<file path="config.mk">
export PLATFORM = sky130hd
export DESIGN_NAME = silu_activation
export DESIGN_NICKNAME = d
export VERILOG_FILES = /design/src/sv/silu_pkg.sv /design/src/sv/silu_sig.sv /design/src/sv/silu_activation.sv
export SDC_FILE = /design/constraint.sdc
export NUM_CORES = 1
export LEC_CHECK = 0
export ABC_AREA = 1
export ABC_CLOCK_PERIOD_IN_PS = 12000
export BUFFER_PORTS_ARGS = -buffer_cell sky130_fd_sc_hd__buf_2
export CAP_MARGIN = 20
export CORE_ASPECT_RATIO = 1.5
export CORE_MARGIN = 4
export CORE_UTILIZATION = 25
export DETAILED_ROUTE_END_ITERATION = 7
export GPL_TIMING_DRIVEN = 0
export SLEW_MARGIN = 20
export SYNTH_ARGS = -nofsm -noshare
export SYNTH_HDL_FRONTEND = slang
export SYNTH_HIERARCHICAL = 1
export SYNTH_SLANG_ARGS = --single-unit
</file>
<file path="constraint.sdc">
create_clock -name clk -period 12 [get_ports clk]
set_input_delay 1.2 -clock clk [delete_from_list [all_inputs] [get_ports clk]]
set_output_delay 1.2 -clock clk [all_outputs]
set_load 0.05 [all_outputs]
</file>
<file path="src/sv/silu_pkg.sv">
package silu_pkg;

  localparam int XW = 16;
  localparam int MagW = XW + 1;
  localparam int FracBits = 11;
  localparam int SigW = 16;
  localparam int DiffW = 13;
  localparam int ProdW = DiffW + FracBits;
  localparam logic [SigW-1:0] SigOne = 16'd32768;
  localparam logic [FracBits:0] RoundHalf = 12'd1024;

  typedef struct packed {
    logic ld_seg;
    logic ld_sig;
  } sig_ctl_t;

  // Sigmoid at the integer knots 0..8, unsigned Q1.15.
  function automatic logic [SigW-1:0] sig_knot(input logic [3:0] idx);
    logic [SigW-1:0] k;
    case (idx)
      4'd0: k = 16'd16384;
      4'd1: k = 16'd23955;
      4'd2: k = 16'd28862;
      4'd3: k = 16'd31214;
      4'd4: k = 16'd32179;
      4'd5: k = 16'd32549;
      4'd6: k = 16'd32687;
      4'd7: k = 16'd32738;
      4'd8: k = 16'd32757;
      default: k = SigOne;
    endcase
    return k;
  endfunction

endpackage

</file>
<file path="src/sv/silu_sig.sv">
module silu_sig (
  input  logic                          clk,
  input  silu_pkg::sig_ctl_t            ctl,
  input  logic [silu_pkg::MagW-1:0]     mag,
  input  logic                          neg,
  output logic [silu_pkg::SigW-1:0]     sig
);

  logic [2:0]                       seg_idx;
  logic [silu_pkg::FracBits-1:0]    frac;
  logic [silu_pkg::SigW-1:0]        knot_lo;
  logic [silu_pkg::SigW-1:0]        knot_hi;
  logic [silu_pkg::DiffW-1:0]       diff;
  logic [silu_pkg::SigW-1:0]        lo;
  logic [silu_pkg::ProdW-1:0]       prod;
  logic                             big;
  logic                             neg_seg;
  logic [silu_pkg::ProdW:0]         rnd_sum;
  logic [silu_pkg::SigW-1:0]        sig_mag;
  logic [silu_pkg::SigW-1:0]        sig_pos;

  assign seg_idx = mag[silu_pkg::FracBits +: 3];
  assign frac    = mag[silu_pkg::FracBits-1:0];
  assign knot_lo = silu_pkg::sig_knot({1'b0, seg_idx});
  assign knot_hi = silu_pkg::sig_knot({1'b0, seg_idx} + 4'd1);
  assign diff    = silu_pkg::DiffW'(knot_hi - knot_lo);

  always_ff @(posedge clk) begin
    if (ctl.ld_seg) begin
      lo      <= knot_lo;
      prod    <= diff * frac;
      big     <= |mag[silu_pkg::MagW-1:silu_pkg::FracBits+3];
      neg_seg <= neg;
    end
  end

  assign rnd_sum = {1'b0, prod} + (silu_pkg::ProdW+1)'(silu_pkg::RoundHalf);
  assign sig_mag = lo + silu_pkg::SigW'(rnd_sum[silu_pkg::ProdW:silu_pkg::FracBits]);
  assign sig_pos = big ? silu_pkg::SigOne : sig_mag;

  always_ff @(posedge clk) begin
    if (ctl.ld_sig) begin
      sig <= neg_seg ? (silu_pkg::SigOne - sig_pos) : sig_pos;
    end
  end

endmodule

</file>
<file path="src/sv/silu_activation.sv">
// SiLU activation, y = x * sigmoid(x), on signed Q4.11 samples.
// Input channel: in_valid / in_ready carry x_sample and in_last.
// Output channel: out_valid / out_ready carry y_sample and out_last, where
// out_last is the in_last of the same item and results leave in input order.
// Sigmoid is a piecewise-linear curve over integer knots, mirrored for
// negative inputs; the product is rounded half up and saturated to 16 bits.
// The datapath is a five-stage pipeline: magnitude, knot lookup and slope
// multiply, interpolation, x times sigmoid, round and saturate. Items pass
// through these stages in that order, and one item can enter in every
// cycle unless every stage holds an item and the receiver stalls.
// Each stage holds its own valid bit and loads whenever it is empty or the
// stage after it moves, so bubbles close up while the receiver stalls and
// in_ready only drops once every stage holds an item.
// Reset clears all valid bits; the pipeline is empty and in_ready is high.
module silu_activation (
  input  logic                         clk,
  input  logic                         rst,
  input  logic                         in_valid,
  output logic                         in_ready,
  input  logic signed [silu_pkg::XW-1:0] x_sample,
  input  logic                         in_last,
  output logic                         out_valid,
  input  logic                         out_ready,
  output logic signed [silu_pkg::XW-1:0] y_sample,
  output logic                         out_last
);

  localparam int PW = silu_pkg::XW + silu_pkg::SigW + 1;

  logic v_a, v_b, v_c, v_d;
  logic rdy_a, rdy_b, rdy_c, rdy_d, rdy_e;
  logic signed [silu_pkg::XW-1:0] x_a, x_b, x_c;
  logic last_a, last_b, last_c, last_d;
  logic neg_a;
  logic [silu_pkg::MagW-1:0] mag_a;
  logic [silu_pkg::MagW-1:0] x_ext;
  logic [silu_pkg::SigW-1:0] sig_c;
  logic signed [PW-1:0] p_d;
  logic signed [PW:0] p_rnd;
  logic signed [PW:0] y_full;
  silu_pkg::sig_ctl_t sig_ctl;

  assign rdy_e    = !out_valid || out_ready;
  assign rdy_d    = !v_d || rdy_e;
  assign rdy_c    = !v_c || rdy_d;
  assign rdy_b    = !v_b || rdy_c;
  assign rdy_a    = !v_a || rdy_b;
  assign in_ready = rdy_a;

  always_ff @(posedge clk) begin
    if (rst) begin
      v_a       <= 1'b0;
      v_b       <= 1'b0;
      v_c       <= 1'b0;
      v_d       <= 1'b0;
      out_valid <= 1'b0;
    end else begin
      if (rdy_a) v_a <= in_valid;
      if (rdy_b) v_b <= v_a;
      if (rdy_c) v_c <= v_b;
      if (rdy_d) v_d <= v_c;
      if (rdy_e) out_valid <= v_d;
    end
  end

  assign x_ext = {x_sample[silu_pkg::XW-1], x_sample};

  always_ff @(posedge clk) begin
    if (rdy_a) begin
      x_a    <= x_sample;
      last_a <= in_last;
      neg_a  <= x_sample[silu_pkg::XW-1];
      mag_a  <= x_sample[silu_pkg::XW-1] ? (~x_ext + 1'b1) : x_ext;
    end
  end

  assign sig_ctl.ld_seg = rdy_b;
  assign sig_ctl.ld_sig = rdy_c;

  silu_sig u_sig (
    .clk (clk),
    .ctl (sig_ctl),
    .mag (mag_a),
    .neg (neg_a),
    .sig (sig_c)
  );

  always_ff @(posedge clk) begin
    if (rdy_b) begin
      x_b    <= x_a;
      last_b <= last_a;
    end
    if (rdy_c) begin
      x_c    <= x_b;
      last_c <= last_b;
    end
    if (rdy_d) begin
      p_d    <= x_c * $signed({1'b0, sig_c});
      last_d <= last_c;
    end
  end

  assign p_rnd  = {p_d[PW-1], p_d} + (PW+1)'(16384);
  assign y_full = p_rnd >>> 15;

  always_ff @(posedge clk) begin
    if (rdy_e) begin
      out_last <= last_d;
      if (y_full > (PW+1)'(32767)) begin
        y_sample <= 16'sh7FFF;
      end else if (y_full < -(PW+1)'(32768)) begin
        y_sample <= 16'sh8000;
      end else begin
        y_sample <= y_full[silu_pkg::XW-1:0];
      end
    end
  end

endmodule

</file>
Word-level counts from Yosys, hierarchy flattened

Memories as Yosys holds them, arrays and structs flattened. A register that Yosys moved wholly into a read port is not among the register bits.
Index checks and enable logic that the tools add are counted.

$add $sub $neg: 7
$mul: 2
Order comparisons: 2
Mux-type cells: 5
Bitwise gates (word level): 1
Reduce and logical (&&, ||, !) cells: 11

Operator list:

| operator                                                                       | number |
|---|---|
| 16-bit 2-to-1 mux                                                              | 3 |
| 33-bit by 16-bit adder with 34-bit output, second input constant               | 1 |
| 16-bit by 17-bit multiplier with 33-bit output                                 | 1 |
| 24-bit by 11-bit adder with 25-bit output, second input constant               | 1 |
| 13-bit by 11-bit multiplier with 24-bit output                                 | 1 |
| 19-bit by 16-bit > comparator with 1-bit output, second input constant         | 1 |
| 19-bit by 16-bit less-than comparator with 1-bit output, second input constant | 1 |
| 17-bit by 1-bit adder with 17-bit output, second input constant                | 1 |
| 17-bit inverter                                                                | 1 |
| 16-bit by 14-bit adder with 16-bit output                                      | 1 |
| 16-bit subtractor, first input constant                                        | 1 |
| 15-bit 2-to-1 mux                                                              | 1 |
| 13-bit subtractor                                                              | 1 |
| 1-bit zero test                                                                | 5 |
| 1-bit logical OR                                                               | 5 |
| 3-bit by 1-bit adder with 4-bit output, second input constant                  | 1 |
| 3-bit 2-to-1 mux                                                               | 1 |
| 3-bit OR reduction                                                             | 1 |

Flip-flop bits (word level): 183
ROM bits: 368
Memories: 2

Memories:

| memory          | words | bits a word | read ports | clocked after memory_dff | write ports | RTL line       | text |
|---|---|---|---|---|---|---|---|
| (no name shown) | 16    | 16          | 1          | 0                        | 0           | silu_pkg.sv:20 | `case (idx)` |
| (no name shown) | 8     | 14          | 1          | 1                        | 0           | silu_pkg.sv:20 |  |

Longest topological paths before layout

Gate-level depths: netlist (run 1).

Depth in word-level cells: 7
Gate-level depth with buffers: 36

Cells and area by module

Netlist (run 1), hierarchy kept.

Modules (own cells, without submodules):

| module          | instances | cells each | area each (um^2) | sequential area each (um^2) |
|---|---|---|---|---|
| silu_activation | 1         | 1605       | 13613.1          | 3223.1 |
| silu_sig        | 1         | 1076       | 8305.5           | 1291.2 |

Least setup slack after synthesis (run 1)

OpenSTA, ideal clock, no wires.

Path type: register to register
Start: reg mag_a[11] in the netlist's numbering
End: reg u_sig/prod[21] in the netlist's numbering, data pin
Data arrival time: 6550 ps
Data required time: 11735 ps
Path slack: 5185 ps
Stages on the path, launching flop included: 30
Path through: edfxtp_1 -> ha_1 -> inv_1 -> ha_1 -> inv_1 -> o21ai_0 -> nor2_1 -> ha_1 -> a21oi_1 -> inv_1 -> nor2_1 -> o211ai_1 -> xnor2_1 -> nand2_1 -> fa_1 -> fa_1 -> inv_1 -> fa_1 -> fa_1 -> inv_1 -> fa_1 -> inv_1 -> ha_1 -> a21oi_1 -> o21ai_0 -> a21oi_1 -> inv_1 -> a21oi_1 -> o21ai_0 -> xor2_1

Longest elaborated chain between the ends: 4

RTL lines:

| item                                           | RTL line              | text |
|---|---|---|
| start, declared                                | silu_activation.sv:35 | `logic [silu_pkg::MagW-1:0] mag_a;` |
| start signal, assigned                         | silu_activation.sv:73 | `mag_a <= x_sample[silu_pkg::XW-1] ? (~x_ext + 1'b1) : x_ext;` |
| 3-bit by 1-bit adder with 4-bit output         | silu_sig.sv:25        | `assign knot_hi = silu_pkg::sig_knot({1'b0, seg_idx} + 4'd1);` |
| memory read 16 x 16 bit                        | -                     |  |
| 13-bit subtractor                              | silu_sig.sv:26        | `assign diff = silu_pkg::DiffW'(knot_hi - knot_lo);` |
| 13-bit by 11-bit multiplier with 24-bit output | silu_sig.sv:31        | `prod <= diff * frac;` |
| end signal, assigned                           | silu_sig.sv:31        |  |
| end, declared                                  | silu_sig.sv:15        | `logic [silu_pkg::ProdW-1:0] prod;` |

No other way between the ends.
A chain may end at the register's enable or synchronous reset.

Final worst setup path (run 1)

Same ends and word-level chain as after synthesis.

==> impl_results.md, run 1 <==
* Status: completed
* DRT Pass-1 Iters at 5
* Sink Count at 152
* Startpoint Class: flop
* Finish-stage setup viols at 0
* Overall routing resource usage at 12.35%
* Die Y at 370.6 um
* Nets at 3270
* Ys Warns at 6
* TritonCTS clock tree: built
* RSZ-0062 raised after global routing: no
* Post-synthesis sequential area ratio at 20.60%
* Most common cell in the netlist: inv_1
* Final worst slack at 3.435 ns
* First-pass GRT wire length at 90.82 mm
* Ys async rst share at 0%
* H-tree levels at 4
* Number of remaining DRC errors at 0
* Avg WL per Cell at 14.41 um
* Fill count at 9368
* Worst hold-check path type: reg -> reg
* Initial antenna violation count at 0
* Worst-path clk slew at 0.07 ns
* Netlist cell types at 59
* Finished Core Util at 27.87%
* Max Clk Rate at 116.7 MHz
* CP required at 12.19 ns
* Via density at 4.276
* Die W at 249.8 um
* Final setup TNS at 0 ns
* Number of synthesized flops with an enable pin at 147
* CP Data Arrival Time at 8.75 ns
* Period utilization at 71.38%
* Largest delay share family, worst path: adder cells
* Crit Path Class: reg -> reg
* Setup crit end kind: flop
* Post-synth top area cell: fa_1
* Clock Tree Root: clkbuf_16
* Largest net degree at the start of global routing at 36
* Yosys reg bits at 152
* Rel. slew slack at 25.83%
* Cells after Synth at 2681
* Commonest cells in the synthesized netlist: inv_1, nand2_1, fa_1
* Final Hold Viols at 0
* Number of antenna-violating nets in the routed design at 0
* Port bufs at 39
* Layout cells sized above 1 at 5.703%
* Slew @ Worst Pin at 1.105 ns
* Worst skew pair latency at 0.46 ns
* Via Count at 16640
* Clock skew at 0.01421 ns
* Number of max-cap violations at 0
* Share of Yosys cell area claimed by the top area cell type at 26.58%
* Post-CTS Setup Inserts at 0
* CTS Buffer Depth at 2
* Top cells by area, synth: fa_1, edfxtp_1, ha_1
* Syn Nets at 3211
* Vias in the first global route at 17630
* Pre-CTS setup slack at 3.631 ns
* Worst path slowest cell: xnor2_1
* # resized after CTS at 0
* Die area at 92570 um2
* Post-Syn Area at 21920 um2
* GRT overflow at 0
* Syn_area_per_cell at 8.176 um2
* Total wire length at 56.10 mm
* Layout Area Growth over Synthesis at 10.24%
* Slew Viols, Final at 0
* Initial cell density of the core at 25.28%
* Post-synth top flop: edfxtp_1
* RD Place Congestion at 0.9446
* Ports at 40
* DR iter-0 viols at 779
* Crit path max fanout at 10
* CTS buffer count at 17
* Minimum clock period at 8.565 ns
* Hold slack at 0.4228 ns
* Antenna diode count at 0
* Crit path top cell by count: inv_1
* Core footprint at 86710 um2
* Core Rows at 132
* Post-DP HPWL at 48.71 mm
* Crit path buf inv count at 9
* Max incr delay on CP at 0.89 ns
* Hold-fix buffers, CTS at 0
## placed cells by master (no fill, tap or decap), types with 16 or more instances in the layout
cell / netlist / final
inv_1: 670 / 668
xor2_1: 50 / 50
ha_1: 218 / 218
nand3_1: 90 / 90
xnor2_1: 25 / 25
nand4_1: 16 / 16
o21ai_0: 51 / 51
nor2_1: 203 / 203
clkbuf_1: 59 / 59
edfxtp_1: 147 / 147
a21oi_1: 74 / 74
buf_2: 2 / 41
nor3_1: 18 / 18
clkbuf_16: 0 / 17
nand2_1: 622 / 621
nand2_2: 29 / 30
fa_1: 291 / 291
## layout make-up
cell class	count	area, um2	area share [%]
multi-input combinational	1778	14540	60.17
inverter	685	2579	10.67
clock buffer	17	425.4	1.761
tap	1139	1425	5.898
sequential	152	4514	18.68
buffer	66	287.8	1.191
clock inverter	15	176.4	0.7301
timing repair buffer	40	215.2	0.8906
## sequential cells by signal (all words and copies together), names as in the netlist
name           cells
last_a             1
last_b             1
last_c             1
last_d             1
mag_a             16
out_last           1
out_valid          1
p_d               19
u_sig/big          1
u_sig/lo          11
u_sig/neg_seg      1
u_sig/prod        14
u_sig/sig         16
v_a                1
v_b                1
v_c                1
v_d                1
x_a               16
x_b               16
x_c               16
y_sample          16
## logic make-up (layout without fill, tap and decap cells)
kind of cell             after synthesis  in the layout  synth area share (%)
flip-flops                           152            152                 20.60
other                                  1              1               0.01711
buffers and inverters                751            823                 13.08
AND/OR/NAND/NOR                     1030           1030                 19.88
XOR/XNOR                              79             79                 3.294
adder cells (fa/ha/maj)              509            509                 39.02
AO/OA/AOI/OAI                        159            159                 4.116
## stage by stage
| step | instance area [um2] | std cells |
|---|---|---|
| floorplan | 21920 | 2681 |
| global placement | 23540 | 3859 |
| detailed placement | 23560 | 3860 |
| CTS | 24160 | 3892 |
| global route | 24160 | 3892 |
| finish | 24160 | 3892 |
## metal layers
| layer | global-route usage [%] | vias to the layer above | wire length, um |
|---|---|---|---|
| met5 | 0 | - | 0 |
| met4 | 6.697 | 0 | 3308 |
| met3 | 1.564 | 147 | 1714 |
| met2 | 23.90 | 365 | 30100 |
| met1 | 12.84 | 7968 | 20980 |
| li1 | - | 8161 | - |
## path summary, 6_finish.rpt
path | start | endpoint | slack (ns) | cells after the start
setup / recovery | mag_a[11]$_DFFE_PP_ | u_sig/prod[21]$_DFFE_PP_ | 3.43 | 30
hold / removal | x_b[8]$_DFFE_PP_ | x_c[8]$_DFFE_PP_ | 0.42 | 0
setup reg to reg | mag_a[11]$_DFFE_PP_ | u_sig/prod[21]$_DFFE_PP_ | 3.43 | 30
hold reg to reg | x_b[8]$_DFFE_PP_ | x_c[8]$_DFFE_PP_ | 0.42 | 0
Power of run 1 is left out: the tool's default activity adds up to more than one toggle a clock period on the data nets, which glitch-free logic cannot reach.
==> run 2: changes to the inputs <==
--- a/config.mk
+++ b/config.mk
@@ -6,7 +6,7 @@
 export NUM_CORES = 1
 export LEC_CHECK = 0
 export ABC_AREA = 1
-export ABC_CLOCK_PERIOD_IN_PS = 12000
+export ABC_CLOCK_PERIOD_IN_PS = 7800
 export BUFFER_PORTS_ARGS = -buffer_cell sky130_fd_sc_hd__buf_2
 export CAP_MARGIN = 20
 export CORE_ASPECT_RATIO = 1.5
==> constraint.sdc (replaced) <==
create_clock -name clk -period 7.8 [get_ports clk]
set_input_delay 0.78 -clock clk [delete_from_list [all_inputs] [get_ports clk]]
set_output_delay 0.78 -clock clk [all_outputs]
set_load 0.05 [all_outputs]
==> impl_results.md, run 2 (synthesized netlist as in run 1, its figures left out) <==
* Largest delay share family, worst path: adder cells
* Top reg by flops: p_d
* RD Place Congestion at 0.9446
* Layout Area Growth over Synthesis at 10.89%
* Placed cells at 3860
* Slew Viols, Final at 0
* Die area at 92570 um2
* First-pass GRT wire length at 90.98 mm
* Vias in the first global route at 17680
* Worst path slowest cell: fa_1
* Finished Core Util at 28.03%
* Die Y at 370.6 um
* TritonCTS clock tree: built
* Startpoint Class: flop
* Ports at 40
* Via density at 4.290
* Fill count at 9353
* CTS Buffer Depth at 2
* Overall routing resource usage at 12.38%
* Status: completed
* Avg WL per Cell at 14.44 um
* Largest register FFs at 19
* Crit path buf inv count at 8
* Total wire length at 56.27 mm
* Via Count at 16720
* Hold path start: x_b[2]$_DFFE_PP_
* Finish-stage setup viols at 0
* Crit Path Class: reg -> reg
* Final Hold Viols at 0
* Crit path max fanout at 9
* Max incr delay on CP at 0.51 ns
* Clock skew at 0.01377 ns
* Max Clk Rate at 133.3 MHz
* FF-to-FF Start: mag_a[13]$_DFFE_PP_
* Period utilization at 96.18%
* Layout cells sized above 1 at 6.343%
* CP Launch Point: mag_a[13]$_DFFE_PP_
* Busiest grt layer: met2
* Finished Layout Cells at 3898
* Pre-CTS setup slack at -0.5688 ns
* Initial antenna violation count at 0
* Hold-fix buffers, CTS at 0
* Routing usage on met2 at 24.08%
* GRT overflow at 0
* Initial cell density of the core at 25.28%
* Port bufs at 39
* Met1 Use GR at 12.83%
* Number of antenna-violating nets in the routed design at 0
* Clock Tree Root: clkbuf_16
* CP Data Arrival Time at 7.69 ns
* DRT Pass-1 Iters at 5
* Sink Count at 152
* Worst skew pair latency at 0.46 ns
* Core footprint at 86710 um2
* Number of remaining DRC errors at 0
* Commonest non-fill, non-tap cell in the layout: inv_1
* CP required at 7.99 ns
* Post-DP HPWL at 48.71 mm
* Setup crit end kind: flop
* Slew @ Worst Pin at 0.9591 ns
* Core Rows at 132
* Worst-path clk slew at 0.07 ns
* Nets at 3276
* Worst hold-check path type: reg -> reg
* Final worst slack at 0.2979 ns
* Antenna diode count at 0
* Rel. slew slack at 35.99%
* Minimum clock period at 7.502 ns
* Crit path top cell by count: inv_1
* Die W at 249.8 um
* DR iter-0 viols at 795
* Most frequent cells in the layout: inv_1, nand2_1, fa_1
* H-tree levels at 4
* Number of max-cap violations at 0
* M3 GR Usage at 1.613%
* Largest net degree at the start of global routing at 36
* CTS buffer count at 17
## run 2: changes by cell type in the layout (fill, tap and decap cells not counted), sizes merged
cell    before  now
buf         46   51
clkbuf      77   78
## run 2: layer usage
metal	vias up	wire [um]
met3	166	1773
li1	8176	-
met2	378	30220
met1	8003	20940
met5	-	0
met4	0	3334
## run 2: area by class of cell
type	count	area (um2)	share of cell area, %
Tap cell	1139	1425	5.863
Clock buffer	17	425.4	1.750
Buffer	66	290.3	1.194
Sequential cell	152	4514	18.57
Multi-Input combinational cell	1778	14620	60.16
Inverter	685	2579	10.61
Clock inverter	15	176.4	0.7258
Timing Repair Buffer	46	272.8	1.122
## run 2: final timing paths
check / end / slack [ns] / cells after the start
setup reg to reg: u_sig/prod[21]$_DFFE_PP_ / 0.30 / 31
hold / removal: x_c[2]$_DFFE_PP_ / 0.42 / 0
setup / recovery: u_sig/prod[21]$_DFFE_PP_ / 0.30 / 31
hold reg to reg: x_c[2]$_DFFE_PP_ / 0.42 / 0
## run 2: metrics by stage
step,cell area [um2],TNS (ns),hold slack (ns)
2_1_floorplan,21920,0,0.4003
3_3_place_gp,23540,-2.896,0.4024
3_5_place_dp,23560,-3.180,0.4066
4_1_cts,24240,0,0.4248
5_1_grt,24310,-0.01296,0.4274
6_report,24310,0,0.4220
## run 2: worst reg2reg max path: cells and delay by family, from the launching register on
family	cells	cell delay (ns)
flip-flops	1	0.49
AO/OA/AOI/OAI	7	1.38
XOR/XNOR	1	0.18
adder cells (fa/ha/maj)	8	3.53
buffers and inverters	8	0.77
AND/OR/NAND/NOR	7	0.90
## run 2: timing repair
item                                    in CTS  in global routing
gates resized for setup                      6                 12
endpoints found under the setup margin      12                 12
setup buffers                                5                  1
pin swaps                                    1                  2
Power of run 2 is left out for the same reason.
